<file path="config.mk">
export PLATFORM = sky130hd
export DESIGN_NAME = tccs_ctrl
export DESIGN_NICKNAME = d
export VERILOG_FILES = /design/src/tccs_pkg.sv /design/src/tccs_ctrl.sv
export SDC_FILE = /design/constraint.sdc
export NUM_CORES = 1
export LEC_CHECK = 0
export ABC_CLOCK_PERIOD_IN_PS = 1100
export BUFFER_PORTS_ARGS = -buffer_cell sky130_fd_sc_hd__buf_2
export CORE_AREA = 4 4 41 43
export CTS_CLUSTER_DIAMETER = 30
export DETAILED_ROUTE_END_ITERATION = 10
export DIE_AREA = 0 0 45 47
export HOLD_SLACK_MARGIN = 0.06
export PLACE_DENSITY = 0.63
export SYNTH_ARGS = -nofsm -noshare
export SYNTH_HDL_FRONTEND = slang
export SYNTH_SLANG_ARGS = --single-unit
</file>
<file path="constraint.sdc">
create_clock -name clock -period 1.1 [get_ports clock]
set_input_delay 0.055 -clock clock [delete_from_list [all_inputs] [get_ports clock]]
set_output_delay 0.055 -clock clock [all_outputs]
set_load 0.01 [all_outputs]
</file>
<file path="src/tccs_pkg.sv">
// ----------------------------------------------------------------------------
// tccs_pkg
// Shared constants, codes, control structs and address helpers for the
// text console core.
// ----------------------------------------------------------------------------
`timescale 1ns / 1ps

package tccs_pkg;

   // screen geometry
   localparam int COLUMNS = 80;
   localparam int ROWS    = 25;
   localparam int CELLS   = COLUMNS * ROWS;

   localparam int COL_W  = $clog2(COLUMNS);
   localparam int ROW_W  = $clog2(ROWS);
   localparam int ADDR_W = $clog2(CELLS);

   // field widths
   localparam int KIND_W   = 2;
   localparam int CHAR_W   = 8;
   localparam int RCOL_W   = 7;
   localparam int RROW_W   = 5;
   localparam int OCOL_W   = 7;
   localparam int OROW_W   = 5;
   localparam int OFF_W    = 11;
   localparam int COLOUR_W = 8;
   localparam int CELL_W   = CHAR_W + COLOUR_W;

   // item kinds
   localparam logic [KIND_W-1:0] KIND_PUT       = 2'd0;
   localparam logic [KIND_W-1:0] KIND_BACKSPACE = 2'd1;
   localparam logic [KIND_W-1:0] KIND_CLEAR     = 2'd2;
   localparam logic [KIND_W-1:0] KIND_READ      = 2'd3;

   // character and attribute constants
   localparam logic [CHAR_W-1:0]   NEWLINE_BYTE = 8'h0A;
   localparam logic [CHAR_W-1:0]   SPACE_BYTE   = 8'h20;
   localparam logic [COLOUR_W-1:0] RESET_COLOUR = 8'h07;

   localparam logic [ROW_W-1:0] ROW_LAST = ROW_W'(ROWS - 1);
   localparam logic [COL_W-1:0] COL_LAST = COL_W'(COLUMNS - 1);

   // controller to datapath commands
   typedef struct packed {
      logic latch;       // capture the request beat
      logic exec;        // run the item against cursor and memory
      logic sweep;       // blank one cell of the sweep range
      logic sweep_init;  // sweep uses the reset attribute
      logic deliver;     // load the response register
   } ctrl_cmd_type;

   // datapath to controller status
   typedef struct packed {
      logic need_sweep;  // item needs a row or screen blank
      logic sweep_last;  // sweep is on its final cell
   } ctrl_status_type;

   // logical row to physical row of the circular row store
   function automatic logic [ROW_W-1:0] phys_row(input logic [ROW_W-1:0] top,
                                                 input logic [ROW_W-1:0] lrow);
      logic [ROW_W:0] sum;
      sum = {1'b0, top} + {1'b0, lrow};
      if (sum >= (ROW_W+1)'(ROWS)) begin
         sum = sum - (ROW_W+1)'(ROWS);
      end
      return sum[ROW_W-1:0];
   endfunction

   // physical row and column to memory address
   function automatic logic [ADDR_W-1:0] cell_addr(input logic [ROW_W-1:0] prow,
                                                   input logic [COL_W-1:0] col);
      return ADDR_W'(32'(prow) * COLUMNS + 32'(col));
   endfunction

endpackage

</file>
<file path="src/tccs_ctrl.sv">
// ----------------------------------------------------------------------------
// tccs_ctrl
// Sequencer: reset clearing pass, item execution, blanking sweeps and
// response handoff.
// ----------------------------------------------------------------------------
`timescale 1ns / 1ps

module tccs_ctrl (
   input  logic                      clock,
   input  logic                      reset,
   input  logic                      req_valid,
   output logic                      req_ready,
   output logic                      rsp_valid,
   input  logic                      rsp_ready,
   input  tccs_pkg::ctrl_status_type status,
   output tccs_pkg::ctrl_cmd_type    cmd
);

   typedef enum logic [4:0] {
      ST_INIT   = 5'b00001,
      ST_IDLE   = 5'b00010,
      ST_EXEC   = 5'b00100,
      ST_SWEEP  = 5'b01000,
      ST_FINISH = 5'b10000
   } state_type;

   state_type state_ff, state_in;
   logic      rsp_valid_ff, rsp_valid_in;
   logic      out_free;

   assign out_free  = !rsp_valid_ff || rsp_ready;
   assign rsp_valid = rsp_valid_ff;

   // next state and commands
   always_comb begin
      state_in  = state_ff;
      cmd       = '0;
      req_ready = 1'b0;
      case (state_ff)
         ST_INIT: begin
            cmd.sweep      = 1'b1;
            cmd.sweep_init = 1'b1;
            if (status.sweep_last) begin
               state_in = ST_IDLE;
            end
         end
         ST_IDLE: begin
            req_ready = 1'b1;
            if (req_valid) begin
               cmd.latch = 1'b1;
               state_in  = ST_EXEC;
            end
         end
         ST_EXEC: begin
            cmd.exec = 1'b1;
            state_in = status.need_sweep ? ST_SWEEP : ST_FINISH;
         end
         ST_SWEEP: begin
            cmd.sweep = 1'b1;
            if (status.sweep_last) begin
               state_in = ST_FINISH;
            end
         end
         ST_FINISH: begin
            // hand off the result and take the next beat in the same cycle
            if (out_free) begin
               cmd.deliver = 1'b1;
               req_ready   = 1'b1;
               if (req_valid) begin
                  cmd.latch = 1'b1;
                  state_in  = ST_EXEC;
               end else begin
                  state_in = ST_IDLE;
               end
            end
         end
         default: begin
            state_in = ST_IDLE;
         end
      endcase
   end

   // response valid flag
   always_comb begin
      rsp_valid_in = rsp_valid_ff;
      if (cmd.deliver) begin
         rsp_valid_in = 1'b1;
      end else if (rsp_ready) begin
         rsp_valid_in = 1'b0;
      end
   end

   always_ff @(posedge clock) begin
      if (reset) begin
         state_ff     <= ST_INIT;
         rsp_valid_ff <= 1'b0;
      end else begin
         state_ff     <= state_in;
         rsp_valid_ff <= rsp_valid_in;
      end
   end

endmodule

</file>
Yosys cells after proc, flatten, opt, wreduce, memory -nomap -nowiden
Cells that the tools add are included.
{"block": "op_classes", "n_mux": 18, "reduce_logical": 5, "eq_ne": 9}
{"cell": "$mux 5", "n": 5}
{"cell": "$pmux 5 s5", "n": 1}
{"cell": "$mux 1", "n": 9}
{"cell": "$ne 2x2->1 const B", "n": 4}
{"cell": "$eq 5x1->1 const B", "n": 1}
{"cell": "$eq 5x2->1 const B", "n": 1}
{"cell": "$eq 5x3->1 const B", "n": 1}
{"cell": "$eq 5x4->1 const B", "n": 1}
{"cell": "$eq 5x5->1 const B", "n": 1}
{"cell": "$pmux 1 s2", "n": 2}
{"cell": "$reduce_and 4->1", "n": 1}
{"cell": "$mux 3", "n": 1}
{"cell": "$reduce_bool 2->1", "n": 1}
{"cell": "$reduce_or 2->1", "n": 1}
{"cell": "$logic_not 1->1", "n": 1}
{"cell": "$logic_or 1x1->1", "n": 1}
{"block": "totals", "out_inout_bits": 7, "inputBits": 6, "regBits": 6}

Depth between registers and ports, before layout
Gate-level depths: netlist (run 1).
{"block": "depth", "ltp_word": 5, "ltp_mapped": 5}

Least setup slack after synthesis (run 1)
No wires, ideal clock.
{"block": "synth_timing", "kind": "reg-to-reg", "from": "register state_ff[1]", "to": "register state_ff[4]", "n_path_buf": 1, "arrival_time_ns": 0.919, "path_stages_with_launch": 5, "setup_slack_ns": 0.058, "synth_period_minus_slack_ns": 1.042, "cell_sequence": "dfxtp_1 > buf_6 > nor4_4 > o2bb2ai_1 > o22ai_1"}
{"block": "synth_via", "elab_chain_cells": 3, "word_cells_on_any_way": 11}
{"item": "start: declaration", "line_no": "tccs_ctrl.sv:27", "source": "state_type state_ff, state_in;"}
{"item": "start signal: assignment", "line_no": "tccs_ctrl.sv:98", "source": "state_ff <= state_in;"}
{"item": "$eq 5x5->1 (tied with other cells)", "line_no": "tccs_ctrl.sv:39", "source": "case (state_ff)"}
{"item": "$ne 2x2->1 (no source line)"}
{"item": "$reduce_and 4->1 (no source line)"}
Several ways; a longest one is shown, not always the timed one.
A chain may end at the register's enable or synchronous reset.

Final worst setup path (run 1)
{"block": "layout_timing", "from": "register state_ff[3]", "to": "register state_ff[1]"}
Same word-level chain as after synthesis.

==> impl_metrics.tcl, run 1 <==
set metrics [dict create \
    cts_sinks 6 \
    crit_buf_inv 1 \
    first_global_vias 490 \
    postSynth.asyncResetShare_pct 0 \
    syn_area_um2 468 \
    max_freq_mhz 777 \
    antenna_found_initial 0 \
    row_count 13 \
    grt_pass1_wl_um 2310 \
    slowest_delay_ns 0.38 \
    grt_usage_pct 15.7 \
    core-area_mm2 0.00130 \
    r2r_slack_ns -0.19 \
    synth_flop_cell "dfxtp_1" \
    drc_errors 0 \
    n_antenna_cell 0 \
    worstPathArrival_ns 1.41 \
    hp-class "input pin to flop" \
    viasPerCell 5.41 \
    place.detailed.hpwl_um 807 \
    wl_per_cell_um 16.8 \
    vias 514 \
    syn_nets 56 \
    fin_util_pct 64.1 \
    postRouteAntennaNets 0 \
    initial_utilization_pct 36.0 \
    cts_buffers 3 \
    critical_path.top_delay_family "flip-flops" \
    power_mw 0.647 \
    power_leakage_nw 0.361 \
    cap_violations 0 \
    drtPass1Iterations 4 \
    cp-end-kind "flop" \
    min_period_ns 1.29 \
    postSynthAreaPerCell_um2 9.36 \
    hold_violations 0 \
    ios 13 \
    cts_tree "done" \
    clockRootBuffer "clkbuf_4" \
    reg2reg_from "state_ff[3]" \
    fin_tns_setup_ns -1.24 \
    synth_edf_count 0 \
    worst_slew_pin_slew_ns 0.293 \
    worstPathCellList "buf_4 > nor3b_1 > a211oi_2 > o211a_1" \
    clkLatencyLatePin_ns 0.24 \
    rsz0062_at_grt "true" \
    layout_commonest_cell "buf_6" \
    whs_ns 0.0861 \
    required_ns 1.22 \
    nNetsFinal 88 \
    area_delta_synth_final_pct 78.3 \
    setup_viol 9 \
    drive_above_1_share_pct 70.0 \
    grt_max_degree 8 \
    crit_type "flop to flop" \
    fp.dieH_um 47 \
    hold_depth 2 \
    slowest_stage "dfxtp_4" \
    gp_congestion 0.771 \
    cp-start-kind "flop" \
    cp_max_fo 5 \
    power_density_mw_per_mm2 776 \
    synth_seq_area_share_pct 25.7 \
    holdCritStartpoint "req_valid" \
    synth.distinct_cells 27 \
    io_buffers 12 \
    fin_crit_sh_pct 117 \
    clk_pin_slew_worst_paths_ns 0.05 \
    slew_viol_final 0 \
    drt_wl_total_um 1600 \
    die_area_mm2 0.00212 \
    finalClockSkew_ns 0.00489 \
    reg2regPathDepth 4 \
    global_route.overflow_total 0 \
    drt_iter0_markers 12 \
    relSlewSlack_pct 80.4 \
    final_cell_mix "buf_6 (11), buf_2 (10), buf_4 (10)" \
    yosysWarnings 0 \
    min_to "state_ff[2]" \
    layout_setup_ws_ns -0.187 \
    die_x_um 45 \
    htree_levels 1 \
    violations "setup timing" \
    status "complete, but fails checks" \
    synth-seq-cells 6 \
    synthCells 50 \
    ir_drop_mv 0.542 \
    cts_buffer_depth 2 \
    timing.rr.end "state_ff[1]" \
]
==> registers in the layout (all words and copies together), names as in the netlist <==
name	cells
state_ff	5
rsp_valid	1
==> power breakdown <==
| group | total (mW) | leakage, nW | internal [mW] | switching (mW) |
|---|---|---|---|---|
| clock network | 0.198 | 0.0138 | 0.123 | 0.0752 |
| registers | 0.246 | 0.0524 | 0.222 | 0.0238 |
| logic | 0.203 | 0.294 | 0.115 | 0.0882 |
| total | 0.647 | 0.361 | 0.460 | 0.187 |
==> cells by family after synthesis <==
group | Yosys count | share of synthesized area, %
XOR/XNOR | 2 | 5.35
AO/OA/AOI/OAI | 9 | 12.8
AND/OR/NAND/NOR | 27 | 44.9
flip-flops | 6 | 25.7
buffers and inverters | 6 | 11.2
==> area by class of cell <==
cell class | count | area (um^2)
clock buffer | 3 | 22.5
fill | 106 | 467
inverter | 1 | 3.75
multi-input combinational | 38 | 393
sequential | 6 | 138
tap | 15 | 18.8
timing repair buffer | 32 | 259
==> worst max-delay path by stage <==
stage                           start           to  slack [ns]  cells after the start
final                     state_ff[3]  state_ff[1]       -0.19                      4
after global placement    state_ff[1]  state_ff[1]       -0.11                      4
after CTS                 state_ff[1]       cmd[4]       -0.17                      4
after global routing      state_ff[4]       cmd[3]       -0.26                      4
after detailed placement  state_ff[1]  state_ff[4]       -0.15                      4
after floorplan           state_ff[1]  state_ff[4]        0.06                      4
==> metrics by stage <==
stage | cell area [um^2] | cells | setup WS, ns
floorplan | 468 | 50 | 0.0583
global placement | 566 | 81 | -0.113
detailed placement | 566 | 81 | -0.152
CTS | 759 | 93 | -0.173
global route | 835 | 95 | -0.256
finish | 835 | 95 | -0.187
==> timing repair <==
action / in CTS / in global routing
hold endpoints to repair: 1 / 0
pin swaps: 6 / 7
hold buffers: 1 / 0
resized for setup: 29 / 12
endpoints found under the setup margin: 10 / 11
setup buffers: 8 / 2
==> layer usage <==
layer | global-route usage [%] | up-vias | wire length [um]
li1 | - | 247 | -
met4 | 7.60 | 0 | 42
met3 | 4.60 | 6 | 78
met5 | 0 | - | 0
met1 | 16.5 | 240 | 598
met2 | 28.5 | 21 | 879
==> cells in the mapped netlist (2+ instances only) <==
master    count  area [um^2]
and3b_1       2         17.5
nand2b_1      2         12.5
dfxtp_1       6          120
nor4b_2       2         30.0
nor2_1        4         15.0
nor3b_1       2         15.0
buf_6         3         33.8
a21oi_1       4         20.0
nor2b_1       5         31.3
buf_4         2         15.0
nand3_1       2         10.0
No activity file was read; power rests on OpenSTA's default activity.
==> inputs of run 2 (changes only) <==
--- a/config.mk
+++ b/config.mk
@@ -12,7 +12,8 @@
 export DETAILED_ROUTE_END_ITERATION = 10
 export DIE_AREA = 0 0 45 47
 export HOLD_SLACK_MARGIN = 0.06
-export PLACE_DENSITY = 0.63
+export PLACE_DENSITY = 0.58
+export REMOVE_ABC_BUFFERS = 1
 export SYNTH_ARGS = -nofsm -noshare
 export SYNTH_HDL_FRONTEND = slang
 export SYNTH_SLANG_ARGS = --single-unit
==> impl_metrics.tcl, run 2 (synthesized netlist as in run 1, its figures left out) <==
set metrics [dict create \
    status "complete, but fails checks" \
    violations "setup timing" \
    reg2reg_from "state_ff[4]" \
    cts_buffers 3 \
    power_leakage_nw 0.349 \
    seqPwrFrac_pct 37.6 \
    cap_violations 0 \
    ios 13 \
    startpoint "state_ff[4]" \
    finalClockSkew_ns 0.00304 \
    row_count 13 \
    hold_violations 0 \
    max_freq_mhz 788 \
    required_ns 1.04 \
    timing.rr.end "state_ff[1]" \
    place_inst 81 \
    cts_tree "done" \
    fp.dieH_um 47 \
    nNetsFinal 86 \
    fin_tns_setup_ns -1.00 \
    pwr-share-clk_pct 33.6 \
    holdCritStartpoint "status[0]" \
    fin_cells 93 \
    area_delta_synth_final_pct 72.7 \
    clkLatencyLatePin_ns 0.25 \
    vias 478 \
    reg2regPathDepth 5 \
    slowest_delay_ns 0.36 \
    grt_max_degree 8 \
    viasPerCell 5.14 \
    setup_viol 9 \
    whs_ns 0.0989 \
    clockRootBuffer "clkbuf_4" \
    r2r_slack_ns -0.13 \
    n_antenna_cell 0 \
    hp-class "input pin to flop" \
    gp_congestion 0.712 \
    p_sw_share_pct 29.9 \
    wl_per_cell_um 15.2 \
    htree_levels 1 \
    largest_reg_flops 5 \
    io_buffers 12 \
    fin_crit_sh_pct 115 \
    min_to "state_ff[0]" \
    worstPathCellList "buf_6 > nor3_4 > and3b_1 > buf_2" \
    drtPass1Iterations 2 \
    drive_above_1_share_pct 66.7 \
    cp-end-kind "primary output" \
    global_route.overflow_total 0 \
    internal_power_mw 0.452 \
    crit_type "flop to primary output" \
    power_density_mw_per_mm2 797 \
    relSlewSlack_pct 82.0 \
    cts_buffer_depth 2 \
    drt_iter0_markers 2 \
    cts_sinks 6 \
    drt_wl_total_um 1410 \
    min_period_ns 1.27 \
    antenna_found_initial 0 \
    design_area_um2 808 \
    grt_pass1_wl_um 2190 \
    hold_depth 3 \
    top_register "state_ff" \
    initial_utilization_pct 36.0 \
    grt_usage_pct 15.7 \
    final_cell_mix "buf_2 (10), buf_4 (10), buf_6 (8)" \
    combPwrFrac_pct 28.7 \
    layout_setup_ws_ns -0.169 \
    die_x_um 45 \
    place_area_um2 566 \
    die_area_mm2 0.00212 \
    place.detailed.hpwl_um 805 \
    rsz0062_at_grt "true" \
    cp_max_fo 5 \
    slowest_stage "dfxtp_4" \
    core-area_mm2 0.00130 \
    drc_errors 0 \
    clk_pin_slew_worst_paths_ns 0.05 \
    worstPathArrival_ns 1.21 \
    worst_slew_pin_slew_ns 0.267 \
    dp_slack_ns -0.109 \
    postRouteAntennaNets 0 \
    ir_drop_mv 0.464 \
    p_sw_mw 0.193 \
    first_global_vias 447 \
    slew_viol_final 0 \
    cp-start-kind "flop" \
]
-- run 2: layer usage --
layer	vias to the layer above	GRT usage (%)	share of wire [%]
met5	-	0	0
met4	0	12.3	2.0
met3	3	5.75	5.0
met2	13	24.9	51
met1	225	17.0	42
li1	237	-	-
-- run 2: worst max-delay path by stage --
stage | endpoint | slack [ns]
final | cmd[3] | -0.17
after global routing | cmd[3] | -0.24
after floorplan | state_ff[0] | -0.03
after global placement | cmd[3] | -0.11
after detailed placement | state_ff[1] | -0.11
after CTS | cmd[4] | -0.17
-- run 2: stage by stage --
stage | total power, mW | utilization (%)
3_5_place_dp | 0.365 | 43.5
2_1_floorplan | 0.313 | -
4_1_cts | 0.634 | 58.8
6_report | 0.645 | 62.1
3_3_place_gp | 0.366 | 43.5
5_1_grt | 0.686 | 62.1
-- run 2: what timing repair did --
item	CTS	global route
pin swaps	9	8
hold buffers	1	1
gates resized for setup	30	6
setup buffers	7	0
setup endpoints to repair	10	9
endpoints found under the hold margin	2	1
-- run 2: worst max-delay path, delay by kind of cell (launching register included) --
kind	cells	cell delay [ns]
flops	1	0.36
simple gates	2	0.34
buf+inv	2	0.26
-- run 2: cell type report --
class | count | area, um^2
flip-flops and latches | 6 | 139
well taps | 15 | 18.8
inverters | 1 | 3.75
clock buffers | 3 | 22.5
repair buffers | 30 | 235
multi-input cells | 38 | 389
fillers | 119 | 493
-- run 2: power groups by stage --
stage               Sequential [mW]  Clock (mW)  Combinational (mW)
floorplan                     0.248           0              0.0655
global placement              0.244           0               0.121
detailed placement            0.244           0               0.121
CTS                           0.239       0.227               0.168
global route                  0.244       0.239               0.203
finish                        0.243       0.217               0.185
==> inputs of run 3 (changes only) <==
--- a/config.mk
+++ b/config.mk
@@ -8,11 +8,11 @@
 export ABC_CLOCK_PERIOD_IN_PS = 1100
 export BUFFER_PORTS_ARGS = -buffer_cell sky130_fd_sc_hd__buf_2
 export CORE_AREA = 4 4 41 43
+export CTS_BUF_LIST = sky130_fd_sc_hd__clkbuf_4
 export CTS_CLUSTER_DIAMETER = 30
 export DETAILED_ROUTE_END_ITERATION = 10
 export DIE_AREA = 0 0 45 47
 export HOLD_SLACK_MARGIN = 0.06
-export PLACE_DENSITY = 0.58
 export REMOVE_ABC_BUFFERS = 1
 export SYNTH_ARGS = -nofsm -noshare
 export SYNTH_HDL_FRONTEND = slang
==> impl_metrics.tcl, run 3 (synthesized netlist as in run 1, its figures left out) <==
set metrics [dict create \
    nNetsFinal 86 \
    largest_reg_flops 5 \
    worst_slew_pin_slew_ns 0.285 \
    n_antenna_cell 0 \
    reg2regPathDepth 5 \
    first_global_vias 477 \
    htree_levels 1 \
    rsz0062_at_grt "true" \
    layout_setup_ws_ns -0.203 \
    slowest_delay_ns 0.37 \
    global_route.overflow_total 0 \
    drive_above_1_share_pct 70.5 \
    final_cell_mix "buf_2 (10), buf_6 (10), buf_4 (8)" \
    whs_ns 0.0650 \
    drc_errors 0 \
    grt_usage_pct 14.3 \
    wl_per_cell_um 15.7 \
    pwr-share-clk_pct 32.5 \
    required_ns 1.04 \
    power_leakage_nw 0.357 \
    power_density_mw_per_mm2 787 \
    violations "setup timing" \
    area_delta_synth_final_pct 79.4 \
    clkLatencyLatePin_ns 0.26 \
    dp_slack_ns -0.103 \
    internal_power_mw 0.461 \
    place_inst 81 \
    combPwrFrac_pct 30.6 \
    gp_congestion 0.770 \
    postRouteAntennaNets 0 \
    fp.dieH_um 47 \
    core-area_mm2 0.00130 \
    fin_tns_setup_ns -1.11 \
    cp-start-kind "flop" \
    place.detailed.hpwl_um 800 \
    drtPass1Iterations 3 \
    clockRootBuffer "clkbuf_4" \
    startpoint "state_ff[4]" \
    fin_crit_sh_pct 118 \
    p_sw_share_pct 30.2 \
    initial_utilization_pct 36.0 \
    viasPerCell 5.38 \
    p_sw_mw 0.200 \
    antenna_found_initial 0 \
    drt_iter0_markers 4 \
    cts_buffer_depth 2 \
    setup_viol 9 \
    hold_depth 2 \
    place_area_um2 578 \
    cts_tree "done" \
    fin_cells 93 \
    min_period_ns 1.30 \
    die_area_mm2 0.00212 \
    holdCritStartpoint "req_valid" \
    drt_wl_total_um 1460 \
    seqPwrFrac_pct 37.0 \
    grt_max_degree 8 \
    top_register "state_ff" \
    hold_violations 0 \
    slew_viol_final 0 \
    finalClockSkew_ns 0.00644 \
    grt_pass1_wl_um 2060 \
    worstPathCellList "nor2b_4 > a21oi_2 > and3b_1 > buf_2" \
    reg2reg_from "state_ff[4]" \
    max_freq_mhz 767 \
    row_count 13 \
    relSlewSlack_pct 80.9 \
    cap_violations 0 \
    design_area_um2 840 \
    slowest_stage "dfxtp_4" \
    ir_drop_mv 0.506 \
    die_x_um 45 \
    vias 500 \
    cp-end-kind "primary output" \
    worstPathArrival_ns 1.25 \
    cts_buffers 3 \
    ios 13 \
    hp-class "input pin to flop" \
    num-fill-cells 99 \
    clk_pin_slew_worst_paths_ns 0.05 \
    status "complete, but fails checks" \
    io_buffers 12 \
    crit_type "flop to primary output" \
    cts_sinks 6 \
    cp_max_fo 6 \
]
[run 3: cell count changes in the layout (fill, tap and decap cells not counted), sizes merged]
cell	before	now
dlygate4sd3	2	1
buf	28	29
[run 3: worst max-delay path: cells and delay by family (launching register included)]
kind | cells | cell delay (ns)
compound gates | 1 | 0.16
simple gates | 2 | 0.33
buf+inv | 1 | 0.13
flops | 1 | 0.37
[run 3: power by group through the flow]
stage / Sequential, mW / Combinational, mW / Clock [mW]
4_1_cts: 0.242 / 0.175 / 0.222
3_5_place_dp: 0.245 / 0.129 / 0
3_3_place_gp: 0.244 / 0.129 / 0
2_1_floorplan: 0.248 / 0.0655 / 0
6_report: 0.244 / 0.202 / 0.215
5_1_grt: 0.245 / 0.215 / 0.242
[run 3: timing repair]
action | in CTS | in global routing
pin swaps | 6 | 11
gates resized for setup | 28 | 13
setup endpoints to repair | 10 | 9
hold buffers | 1 | 0
hold endpoints to repair | 1 | 0
setup buffers | 5 | 5
[run 3: final timing paths]
| check | end | slack [ns] |
|---|---|---|
| hold / removal | state_ff[2] | 0.06 |
| setup reg to reg | state_ff[1] | -0.14 |
| setup / recovery | cmd[4] | -0.20 |
| hold reg to reg | rsp_valid | 0.52 |
[run 3: stage by stage]
stage | util, % | power (mW)
2_1_floorplan | - | 0.313
3_3_place_gp | 44.4 | 0.374
3_5_place_dp | 44.4 | 0.375
4_1_cts | 58.2 | 0.639
5_1_grt | 64.5 | 0.702
6_report | 64.5 | 0.661
[run 3: area by class of cell]
| type | count | area (um^2) | area share (%) |
|---|---|---|---|
| well taps | 15 | 18.8 | 2.24 |
| multi-input cells | 38 | 402 | 47.8 |
| repair buffers | 30 | 253 | 30.1 |
| flip-flops and latches | 6 | 140 | 16.7 |
| clock buffers | 3 | 22.5 | 2.68 |
| inverters | 1 | 3.75 | 0.447 |
[run 3: layer usage]
metal	global-route usage (%)	share of wire [%]
met4	8.19	2.3
met5	0	0
met2	25.1	57
met1	14.2	36
met3	5.75	5.4
